### src/rtl/core/scc_pkg.sv
// shared types, constants and status codes for the stepper command controller
// no dependencies; used by scc_line and stepper_command_controller
`default_nettype none

package scc_pkg;

    localparam int MOTORS   = 3;
    localparam int LINE_MAX = 64;
    localparam int LEN_W    = $clog2(LINE_MAX);
    localparam int STEP_W   = 31;
    localparam int MOTOR_W  = 2;
    localparam int STAT_W   = 4;
    localparam int LVL_W    = 3;

    localparam logic [STEP_W-1:0] STEP_SAT = {STEP_W{1'b1}};

    // result status codes
    localparam logic [STAT_W-1:0] STAT_TICK       = 4'd0;
    localparam logic [STAT_W-1:0] STAT_FORWARD    = 4'd1;
    localparam logic [STAT_W-1:0] STAT_REVERSE    = 4'd2;
    localparam logic [STAT_W-1:0] STAT_STOPPED    = 4'd3;
    localparam logic [STAT_W-1:0] STAT_BAD_PREFIX = 4'd4;
    localparam logic [STAT_W-1:0] STAT_BAD_ID     = 4'd5;
    localparam logic [STAT_W-1:0] STAT_NONNUMERIC = 4'd6;
    localparam logic [STAT_W-1:0] STAT_ZERO_STEPS = 4'd7;
    localparam logic [STAT_W-1:0] STAT_BAD_LETTER = 4'd8;

    // characters
    localparam logic [7:0] CH_M_UP   = 8'h4D;
    localparam logic [7:0] CH_M_LO   = 8'h6D;
    localparam logic [7:0] CH_S      = 8'h53;
    localparam logic [7:0] CH_F      = 8'h46;
    localparam logic [7:0] CH_R      = 8'h52;
    localparam logic [7:0] CH_ZERO   = 8'h30;
    localparam logic [7:0] CH_NINE   = 8'h39;
    localparam logic [7:0] CH_TWO    = 8'h32;
    localparam logic [7:0] CH_CR     = 8'h0D;
    localparam logic [7:0] CH_LF     = 8'h0A;
    localparam logic [7:0] CH_A_LO   = 8'h61;
    localparam logic [7:0] CH_Z_LO   = 8'h7A;
    localparam logic [7:0] CASE_DIFF = 8'h20;

    // decoded command line, valid for the cycle in which its end byte is taken
    typedef struct packed {
        logic                fire;
        logic [STAT_W-1:0]   status;
        logic [MOTOR_W-1:0]  motor;
        logic [STEP_W-1:0]   steps;
        logic                start;
        logic                stop;
        logic                fwd;
    } t_cmd;

    // one result item
    typedef struct packed {
        logic [STAT_W-1:0]   status;
        logic [MOTOR_W-1:0]  motor;
        logic [STEP_W-1:0]   steps;
        logic [LVL_W-1:0]    step_lv;
        logic [LVL_W-1:0]    en_lv;
        logic [LVL_W-1:0]    dir_lv;
        logic [LVL_W-1:0]    done;
    } t_res;

endpackage

`default_nettype wire

### src/rtl/core/scc_line.sv
// line assembler and command decoder: collects bytes, decodes a line on cr/lf
// depends on scc_pkg
`default_nettype none

module scc_line (
    input  wire logic          i_clk,
    input  wire logic          i_rst_n,
    input  wire logic          i_take,
    input  wire logic [7:0]    i_byte,
    output scc_pkg::t_cmd      o_cmd
);

    logic [scc_pkg::LEN_W-1:0]  r_len, n_len;
    logic [7:0]                 r_c1, n_c1;
    logic [7:0]                 r_c2, n_c2;
    logic [7:0]                 r_c3, n_c3;
    logic [scc_pkg::STEP_W-1:0] r_digit, n_digit;
    logic                       r_nondig, n_nondig;

    logic                       w_full;
    logic                       w_eol;
    logic                       w_is_digit;
    logic [scc_pkg::STEP_W+3:0] w_acc;
    logic [7:0]                 w_letter;
    logic                       w_prefix_ok;
    logic                       w_id_ok;

    assign w_full     = (r_len == scc_pkg::LEN_W'(scc_pkg::LINE_MAX - 1));
    assign w_eol      = (i_byte == scc_pkg::CH_CR) || (i_byte == scc_pkg::CH_LF);
    assign w_is_digit = (i_byte inside {[scc_pkg::CH_ZERO:scc_pkg::CH_NINE]});

    // value * 10 + digit, as two shifts and two adds
    assign w_acc = ((scc_pkg::STEP_W+4)'(r_digit) << 3)
                 + ((scc_pkg::STEP_W+4)'(r_digit) << 1)
                 + (scc_pkg::STEP_W+4)'(i_byte - scc_pkg::CH_ZERO);

    always_comb begin
        n_len    = r_len;
        n_c1     = r_c1;
        n_c2     = r_c2;
        n_c3     = r_c3;
        n_digit  = r_digit;
        n_nondig = r_nondig;
        if (i_take) begin
            if (w_full || w_eol) begin
                n_len    = '0;
                n_c1     = '0;
                n_c2     = '0;
                n_c3     = '0;
                n_digit  = '0;
                n_nondig = 1'b0;
            end else begin
                n_len = r_len + scc_pkg::LEN_W'(1);
                if (r_len == scc_pkg::LEN_W'(0)) begin
                    n_c1 = i_byte;
                end else if (r_len == scc_pkg::LEN_W'(1)) begin
                    n_c2 = i_byte;
                end else if (r_len == scc_pkg::LEN_W'(2)) begin
                    n_c3 = i_byte;
                end else if (w_is_digit) begin
                    if (w_acc > (scc_pkg::STEP_W+4)'(scc_pkg::STEP_SAT)) begin
                        n_digit = scc_pkg::STEP_SAT;
                    end else begin
                        n_digit = w_acc[scc_pkg::STEP_W-1:0];
                    end
                end else begin
                    n_nondig = 1'b1;
                end
            end
        end
    end

    // decode of the stored line
    always_comb begin
        w_prefix_ok = (r_c1 == scc_pkg::CH_M_UP) || (r_c1 == scc_pkg::CH_M_LO);
        w_id_ok     = (r_len >= scc_pkg::LEN_W'(2))
                   && (r_c2 inside {[scc_pkg::CH_ZERO:scc_pkg::CH_TWO]});
        w_letter    = (r_len < scc_pkg::LEN_W'(3)) ? 8'h00 : r_c3;
        if (w_letter inside {[scc_pkg::CH_A_LO:scc_pkg::CH_Z_LO]}) begin
            w_letter = w_letter - scc_pkg::CASE_DIFF;
        end

        o_cmd       = '0;
        o_cmd.fire  = i_take && !w_full && w_eol && (r_len != '0);
        if (!w_prefix_ok) begin
            o_cmd.status = scc_pkg::STAT_BAD_PREFIX;
        end else if (!w_id_ok) begin
            o_cmd.status = scc_pkg::STAT_BAD_ID;
        end else begin
            o_cmd.motor = scc_pkg::MOTOR_W'(r_c2 - scc_pkg::CH_ZERO);
            case (w_letter)
                scc_pkg::CH_S: begin
                    o_cmd.status = scc_pkg::STAT_STOPPED;
                    o_cmd.stop   = 1'b1;
                end
                scc_pkg::CH_F, scc_pkg::CH_R: begin
                    if (r_nondig) begin
                        o_cmd.status = scc_pkg::STAT_NONNUMERIC;
                    end else if (r_digit == '0) begin
                        o_cmd.status = scc_pkg::STAT_ZERO_STEPS;
                    end else begin
                        o_cmd.fwd    = (w_letter == scc_pkg::CH_F);
                        o_cmd.status = (w_letter == scc_pkg::CH_F) ?
                                       scc_pkg::STAT_FORWARD : scc_pkg::STAT_REVERSE;
                        o_cmd.steps  = r_digit;
                        o_cmd.start  = 1'b1;
                    end
                end
                default: begin
                    o_cmd.status = scc_pkg::STAT_BAD_LETTER;
                end
            endcase
        end
    end

    always_ff @(posedge i_clk) begin
        if (!i_rst_n) begin
            r_len    <= '0;
            r_c1     <= '0;
            r_c2     <= '0;
            r_c3     <= '0;
            r_digit  <= '0;
            r_nondig <= 1'b0;
        end else begin
            r_len    <= n_len;
            r_c1     <= n_c1;
            r_c2     <= n_c2;
            r_c3     <= n_c3;
            r_digit  <= n_digit;
            r_nondig <= n_nondig;
        end
    end

endmodule

`default_nettype wire

### src/rtl/core/stepper_command_controller.sv
// top level: serial command interpreter driving three step/direction motors
// depends on scc_pkg and scc_line
//
//  channel | direction | handshake           | payload
//  --------+-----------+---------------------+------------------------------------
//  in      | to block  | i_valid / o_stall   | i_command, i_byte_in
//  out     | from block| o_valid / i_stall   | o_status, o_motor_index, o_step_count,
//          |           |                     | o_step_levels, o_enable_levels,
//          |           |                     | o_dir_levels, o_done_mask
//
// one item per cycle while o_stall is low: line state and motor state update at the
// accepting edge, and any result is loaded into the output register at that same
// edge, or into the skid stage behind it while the output is stalled
// a tick always gives a result; a byte only when it ends a nonempty, non-full line
// a one-entry skid stage behind the output register absorbs a result while the
// output is stalled; o_stall rises only when that stage is full
// synchronous active-low reset clears line, motors (direction forward) and valids
`default_nettype none

module stepper_command_controller (
    input  wire logic                          i_clk,
    input  wire logic                          i_rst_n,
    input  wire logic                          i_valid,
    output      logic                          o_stall,
    input  wire logic                          i_command,
    input  wire logic [7:0]                    i_byte_in,
    output      logic                          o_valid,
    input  wire logic                          i_stall,
    output      logic [scc_pkg::STAT_W-1:0]    o_status,
    output      logic [scc_pkg::MOTOR_W-1:0]   o_motor_index,
    output      logic [scc_pkg::STEP_W-1:0]    o_step_count,
    output      logic [scc_pkg::LVL_W-1:0]     o_step_levels,
    output      logic [scc_pkg::LVL_W-1:0]     o_enable_levels,
    output      logic [scc_pkg::LVL_W-1:0]     o_dir_levels,
    output      logic [scc_pkg::LVL_W-1:0]     o_done_mask
);

    // item handshake
    logic w_take;
    logic w_tick;
    logic w_byte;

    // per motor state
    logic [scc_pkg::STEP_W-1:0] r_target [scc_pkg::MOTORS];
    logic [scc_pkg::STEP_W-1:0] n_target [scc_pkg::MOTORS];
    logic [scc_pkg::STEP_W-1:0] r_done   [scc_pkg::MOTORS];
    logic [scc_pkg::STEP_W-1:0] n_done   [scc_pkg::MOTORS];
    logic [scc_pkg::MOTORS-1:0] r_moving, n_moving;
    logic [scc_pkg::MOTORS-1:0] r_dir,    n_dir;
    logic [scc_pkg::MOTORS-1:0] r_step,   n_step;
    logic [scc_pkg::MOTORS-1:0] r_en,     n_en;
    logic [scc_pkg::MOTORS-1:0] w_hit;
    logic [scc_pkg::MOTORS-1:0] w_count_ok;

    // result path
    scc_pkg::t_cmd w_cmd;
    scc_pkg::t_res w_res;
    logic          w_res_valid;
    scc_pkg::t_res r_out;
    logic          r_out_valid;
    scc_pkg::t_res r_skid;
    logic          r_skid_valid;
    logic          w_out_free;

    assign o_stall = r_skid_valid;
    assign w_take  = i_valid && !r_skid_valid;
    assign w_tick  = w_take && i_command;
    assign w_byte  = w_take && !i_command;

    scc_line u_line (
        .i_clk   (i_clk),
        .i_rst_n (i_rst_n),
        .i_take  (w_byte),
        .i_byte  (i_byte_in),
        .o_cmd   (w_cmd)
    );

    // motor bank: tick stepping and command actions, one lane per motor
    always_comb begin
        for (int m = 0; m < scc_pkg::MOTORS; m++) begin
            n_target[m] = r_target[m];
            n_done[m]   = r_done[m];
            n_moving[m] = r_moving[m];
            n_dir[m]    = r_dir[m];
            n_step[m]   = r_step[m];
            n_en[m]     = r_en[m];
            w_hit[m]    = 1'b0;
            // still below target: toggle the step pin and count
            if (w_tick && r_moving[m] && (r_done[m] < r_target[m])) begin
                n_step[m] = !r_step[m];
                n_done[m] = r_done[m] + scc_pkg::STEP_W'(1);
                if (n_done[m] == r_target[m]) begin
                    n_moving[m] = 1'b0;
                    n_en[m]     = 1'b0;
                    w_hit[m]    = 1'b1;
                end
            end
            if (w_cmd.fire && (w_cmd.motor == scc_pkg::MOTOR_W'(m))) begin
                if (w_cmd.stop) begin
                    n_moving[m] = 1'b0;
                    n_target[m] = '0;
                    n_done[m]   = '0;
                    n_en[m]     = 1'b0;
                    n_step[m]   = 1'b0;
                end else if (w_cmd.start) begin
                    n_target[m] = w_cmd.steps;
                    n_done[m]   = '0;
                    n_dir[m]    = w_cmd.fwd;
                    n_moving[m] = 1'b1;
                    n_en[m]     = 1'b1;
                end
            end
            w_count_ok[m] = !r_moving[m] || (r_done[m] < r_target[m]);
        end
    end

    // result built from the levels after the action
    always_comb begin
        w_res_valid   = w_tick || w_cmd.fire;
        w_res         = '0;
        w_res.step_lv = scc_pkg::LVL_W'(n_step);
        w_res.en_lv   = scc_pkg::LVL_W'(n_en);
        w_res.dir_lv  = scc_pkg::LVL_W'(n_dir);
        if (w_tick) begin
            w_res.status = scc_pkg::STAT_TICK;
            w_res.done   = scc_pkg::LVL_W'(w_hit);
        end else begin
            w_res.status = w_cmd.status;
            w_res.motor  = w_cmd.motor;
            w_res.steps  = w_cmd.steps;
        end
    end

    assign w_out_free = !r_out_valid || !i_stall;

    // output register with skid stage
    always_ff @(posedge i_clk) begin
        if (!i_rst_n) begin
            r_out_valid  <= 1'b0;
            r_skid_valid <= 1'b0;
        end else begin
            if (w_out_free) begin
                if (r_skid_valid) begin
                    r_out_valid  <= 1'b1;
                    r_skid_valid <= 1'b0;
                end else begin
                    r_out_valid  <= w_res_valid;
                end
            end else if (w_res_valid) begin
                r_skid_valid <= 1'b1;
            end
        end
    end

    always_ff @(posedge i_clk) begin
        if (w_out_free) begin
            r_out <= r_skid_valid ? r_skid : w_res;
        end else if (w_res_valid) begin
            r_skid <= w_res;
        end
    end

    always_ff @(posedge i_clk) begin
        if (!i_rst_n) begin
            for (int m = 0; m < scc_pkg::MOTORS; m++) begin
                r_target[m] <= '0;
                r_done[m]   <= '0;
            end
            r_moving <= '0;
            r_dir    <= '1;
            r_step   <= '0;
            r_en     <= '0;
        end else begin
            for (int m = 0; m < scc_pkg::MOTORS; m++) begin
                r_target[m] <= n_target[m];
                r_done[m]   <= n_done[m];
            end
            r_moving <= n_moving;
            r_dir    <= n_dir;
            r_step   <= n_step;
            r_en     <= n_en;
        end
    end

    assign o_valid         = r_out_valid;
    assign o_status        = r_out.status;
    assign o_motor_index   = r_out.motor;
    assign o_step_count    = r_out.steps;
    assign o_step_levels   = r_out.step_lv;
    assign o_enable_levels = r_out.en_lv;
    assign o_dir_levels    = r_out.dir_lv;
    assign o_done_mask     = r_out.done;

    // skid stage only fills behind a full output register
    a_skid_behind_out: assert property (@(posedge i_clk) disable iff (!i_rst_n)
        r_skid_valid |-> r_out_valid)
        else $error("skid stage full while output register empty");

    // a driver is enabled exactly while its motor is moving
    a_en_tracks_moving: assert property (@(posedge i_clk) disable iff (!i_rst_n)
        r_en == r_moving)
        else $error("enable and moving disagree");

    // a moving motor is always short of its target
    a_count_below_target: assert property (@(posedge i_clk) disable iff (!i_rst_n)
        &w_count_ok)
        else $error("moving motor at or past its target");

    // tick reports carry no motor or step count
    a_tick_fields: assert property (@(posedge i_clk) disable iff (!i_rst_n)
        (r_out_valid && (r_out.status == scc_pkg::STAT_TICK))
            |-> (r_out.motor == '0) && (r_out.steps == '0))
        else $error("tick report with command fields set");

    // done flags appear only on tick reports
    a_done_on_tick: assert property (@(posedge i_clk) disable iff (!i_rst_n)
        (r_out_valid && (r_out.done != '0)) |-> (r_out.status == scc_pkg::STAT_TICK))
        else $error("done flags on a command result");

endmodule

`default_nettype wire

### config.mk
export PLATFORM = sky130hd
export DESIGN_NAME = stepper_command_controller
export DESIGN_NICKNAME = d
export VERILOG_FILES = /design/src/rtl/core/scc_pkg.sv /design/src/rtl/core/scc_line.sv /design/src/rtl/core/stepper_command_controller.sv
export SDC_FILE = /design/constraint.sdc
export NUM_CORES = 1
export LEC_CHECK = 0
export ABC_AREA = 1
export BUFFER_PORTS_ARGS = -buffer_cell sky130_fd_sc_hd__buf_2
export CAP_MARGIN = 40
export CORE_UTILIZATION = 50
export CTS_CLUSTER_SIZE = 16
export DETAILED_ROUTE_END_ITERATION = 10
export PLACE_DENSITY = 0.62
export SYNTH_ARGS = -nofsm -noshare
export SYNTH_HDL_FRONTEND = slang
export SYNTH_SLANG_ARGS = --single-unit
export TNS_END_PERCENT = 20
### constraint.sdc
create_clock -name i_clk -period 14.2 [get_ports i_clk]
set_input_delay 1.42 -clock i_clk [delete_from_list [all_inputs] [get_ports i_clk]]
set_output_delay 1.42 -clock i_clk [all_outputs]
set_load 0.01 [all_outputs]
==> qor.yml <==
status:
  status: "completed"
timing:
  fmax_mhz: 181
  worst_hold_slack_ns: 0.458
  fin_setup_tns_ns: 0
  finalSetupViolations: 0
  period_minus_slack_ns: 5.51
  worst_pin_slew_ns: 0.955
  hold_violations: 0
  finClkSkew_ns: 0.0256
  slew_headroom_pct: 36.1
  drv_slew: 0
  min_period_over_period_pct: 38.8
  grt_setup_unrepaired: "no"
floorplan:
  rows: 78
  die_h_um: 217
  core_um2: 45400
  die-area_um2: 46900
  io_pins: 64
  die_x_um: 217
  start_util_pct: 50.7
final_layout:
  multiInputGateArea_um2: 13200
  post-route-util_pct: 55.5
  final_nets: 3538
  drive_above_1_share_pct: 5.79
  seqCellArea_um2: 8170
  area_growth_pct: 9.37
  layout_common_cells: "nand2_1 (981), nor2_1 (450), inv_1 (337)"
  num_antenna_cells: 0
  fillers: 4493
  fin_cells: 3987
  mostFrequentLayoutCell: "nand2_1"
critical_path:
  cpPeakStageDelay_ns: 0.69
  critPathKind: "in2reg"
  cp-start-kind: "primary input"
  r2r_end: "u_line.r_digit[24]$_SDFFE_PN0P_"
  cpMostUsedCell: "nand2_1"
  worst_ep_arrival_time_ns: 5.95
  end_kind: "flop"
  reg2regPathDepth: 16
  cp_max_fo: 26
  cp.required_ns: 14.64
  reg2reg_from: "u_line.r_digit[5]$_SDFFE_PN0P_"
  critPathSlowestCell: "nor2_1"
  path_cells: "buf_2, ha_1, nor2_2, buf_4, fa_1, ha_1, nand2_1, nor2_1, nand2_1, o21ai_1, nand3_1, nand3_1, nand2_1, nor2_1, and2_1, nand2_1, nand2_1, nand2_1"
  rrSetupSlack_ns: 9.64
global_routing:
  grt_max_degree: 65
  antenna_found_initial: 0
  grt_overflow: 0
  grt_pass1_wl_um: 113000
  grt_pass1_vias: 20300
  grt_use_total_pct: 30.7
detailed_routing:
  wirelength_um: 71800
  ant_nets: 0
  vias: 21900
  avgViaCountPerCell: 5.48
  wire_per_inst_um: 18.0
  drc: 0
  dr.pass1.iters: 5
  drt_iter0_markers: 1835
synthesis:
  ys_seq_elements: 359
  synthTopCellsByArea: "dfxtp_1 (23%), nand2_1 (16%), edfxtp_1 (13%), ha_1 (7.6%), nor2_1 (7.4%)"
  syn_area_per_cell_um2: 6.93
  netlist_area_um2: 23000
  synth_top_area_share_pct: 22.7
  synth_cell_types: 53
  yosysWarnings: 0
  synth-async-reset-ratio_pct: 0
  yosysTopAreaCell: "dfxtp_1"
  ys_seq_area_share_pct: 35.5
  ys.flop_type: "dfxtp_1"
  syn_nets: 3504
  netlist_instances: 3322
  synth-edff-count: 98
worst_hold_path:
  hold_path.class: "reg2reg"
  holdPathStages: 2
  min_from: "u_line.r_c1[6]$_SDFFE_PN0P_"
  holdPathEnd: "u_line.r_c1[6]$_SDFFE_PN0P_"
power:
  clkPwrFrac_pct: 48.0
  switching_power_uw: 519
  p_sw_share_pct: 23.3
  p_total_mw: 2.23
  p_int_mw: 1.71
  power.leakage_nw: 11.0
  p_comb_share_pct: 4.3
  p_per_area_nw_per_um2: 88.6
  pwr-share-seq_pct: 47.7
  peakVddDrop_mv: 0.105
clock_tree:
  clockBufferDepth: 3
  clkSinkCount: 359
  cts_tree: "done"
  cts_hold_buf: 0
  path_clk_slew_ns: 0.06
  cts_resized: 0
  htreeDepth: 2
  clock_latency_ns: 0.58
  cts_root_buf: "clkbuf_16"
  cts_buffers: 41
  cts_setup_buffers: 0
placement:
  placed_cells: 3913
  place.gp.congestion: 0.939
  hpwlAfterDp_um: 53400
  port_buffers: 63
flow_run:
  cap_violations: 0
critical path, delay by kind of cell:
| kind | cells | cell delay [ns] |
|---|---|---|
| AO/OA/AOI/OAI | 1 | 0.43 |
| adder cells (fa/ha/maj) | 3 | 1.19 |
| buffers and inverters | 2 | 0.52 |
| AND/OR/NAND/NOR | 12 | 2.37 |
cell type report:
class                      count  area share [%]
clock buffer                  59            4.46
clock inverter                15           0.751
inverter                     342            5.10
multi-input combinational   2528            52.3
sequential                   359            32.5
tap                          600            2.98
timing repair buffer          84            1.91
how the worst max path moves through the flow:
stage | cells past startpoint | startpoint | end
2_1_floorplan | 19 | i_byte_in[4] | u_line.r_digit[21]$_SDFFE_PN0P_
3_3_place_gp | 18 | i_byte_in[4] | u_line.r_digit[21]$_SDFFE_PN0P_
3_5_place_dp | 18 | i_byte_in[4] | u_line.r_digit[14]$_SDFFE_PN0P_
4_1_cts | 18 | i_byte_in[4] | u_line.r_digit[23]$_SDFFE_PN0P_
5_1_grt | 18 | i_byte_in[4] | u_line.r_digit[14]$_SDFFE_PN0P_
6_report | 18 | i_byte_in[4] | u_line.r_digit[24]$_SDFFE_PN0P_
cells in the mapped netlist, types with 5 or more instances:
master / instances
dfxtp_1: 261
nand3_1: 226
nor3_2: 5
buf_4: 6
a21oi_1: 287
nor3_1: 38
edfxtp_1: 98
o211ai_1: 5
buf_2: 35
a21o_1: 5
inv_1: 337
nor4_1: 13
xnor3_1: 6
nand4_1: 28
clkbuf_1: 44
o21ai_0: 145
fa_1: 30
nand2_2: 6
o21bai_1: 17
xor2_1: 46
xnor2_1: 23
a211oi_1: 7
nand3_2: 24
nor2_1: 454
nand2_1: 982
ha_1: 139
per-layer routing:
| metal | vias to the layer above | track usage, % | wire (µm) |
|---|---|---|---|
| li1 | 10900 | - | - |
| met3 | 101 | 3.58 | 3740 |
| met5 | - | 0 | 0 |
| met1 | 10300 | 43.3 | 33600 |
| met2 | 586 | 49.8 | 32800 |
| met4 | 0 | 8.31 | 1700 |
sequential cells by signal (all words and copies together) (netlist names):
| name | flops |
|---|---|
| o_dir_levels | 3 |
| o_done_mask | 3 |
| o_enable_levels | 3 |
| o_motor_index | 2 |
| o_stall | 1 |
| o_status | 4 |
| o_step_count | 31 |
| o_step_levels | 3 |
| o_valid | 1 |
| r_dir | 3 |
| r_done | 93 |
| r_en | 3 |
| r_moving | 3 |
| r_skid | 49 |
| r_step | 3 |
| r_target | 93 |
| u_line.r_c1 | 7 |
| u_line.r_c2 | 8 |
| u_line.r_c3 | 8 |
| u_line.r_digit | 31 |
| u_line.r_len | 6 |
| u_line.r_nondig | 1 |
power by group through the flow:
stage	sequential (mW)	clock [mW]	combinational [mW]
after global placement	1.08	0	0.0939
after detailed placement	1.09	0	0.0957
after CTS	1.06	1.09	0.0962
final	1.06	1.07	0.0968
after floorplan	1.09	0	0.0633
after global routing	1.06	1.13	0.107
kinds of logic (layout without fill, tap and decap cells):
logic type / Yosys count / in the layout / share of synthesized area, %
AO/OA/AOI/OAI: 489 / 489 / 11.2
XOR/XNOR: 75 / 75 / 3.21
adder cells (fa/ha/maj): 169 / 169 / 10.2
buffers and inverters: 435 / 500 / 7.52
flip-flops: 359 / 359 / 35.5
multiplexers: 2 / 2 / 0.0979
AND/OR/NAND/NOR: 1793 / 1793 / 32.3
through the flow:
step	setup slack [ns]	area, µm²
6_report	8.69	25200
5_1_grt	8.26	25200
4_1_cts	8.73	25200
3_5_place_dp	8.12	23900
3_3_place_gp	8.30	23800
2_1_floorplan	8.33	23000
Note: power is estimated with default switching activity, not from simulation.
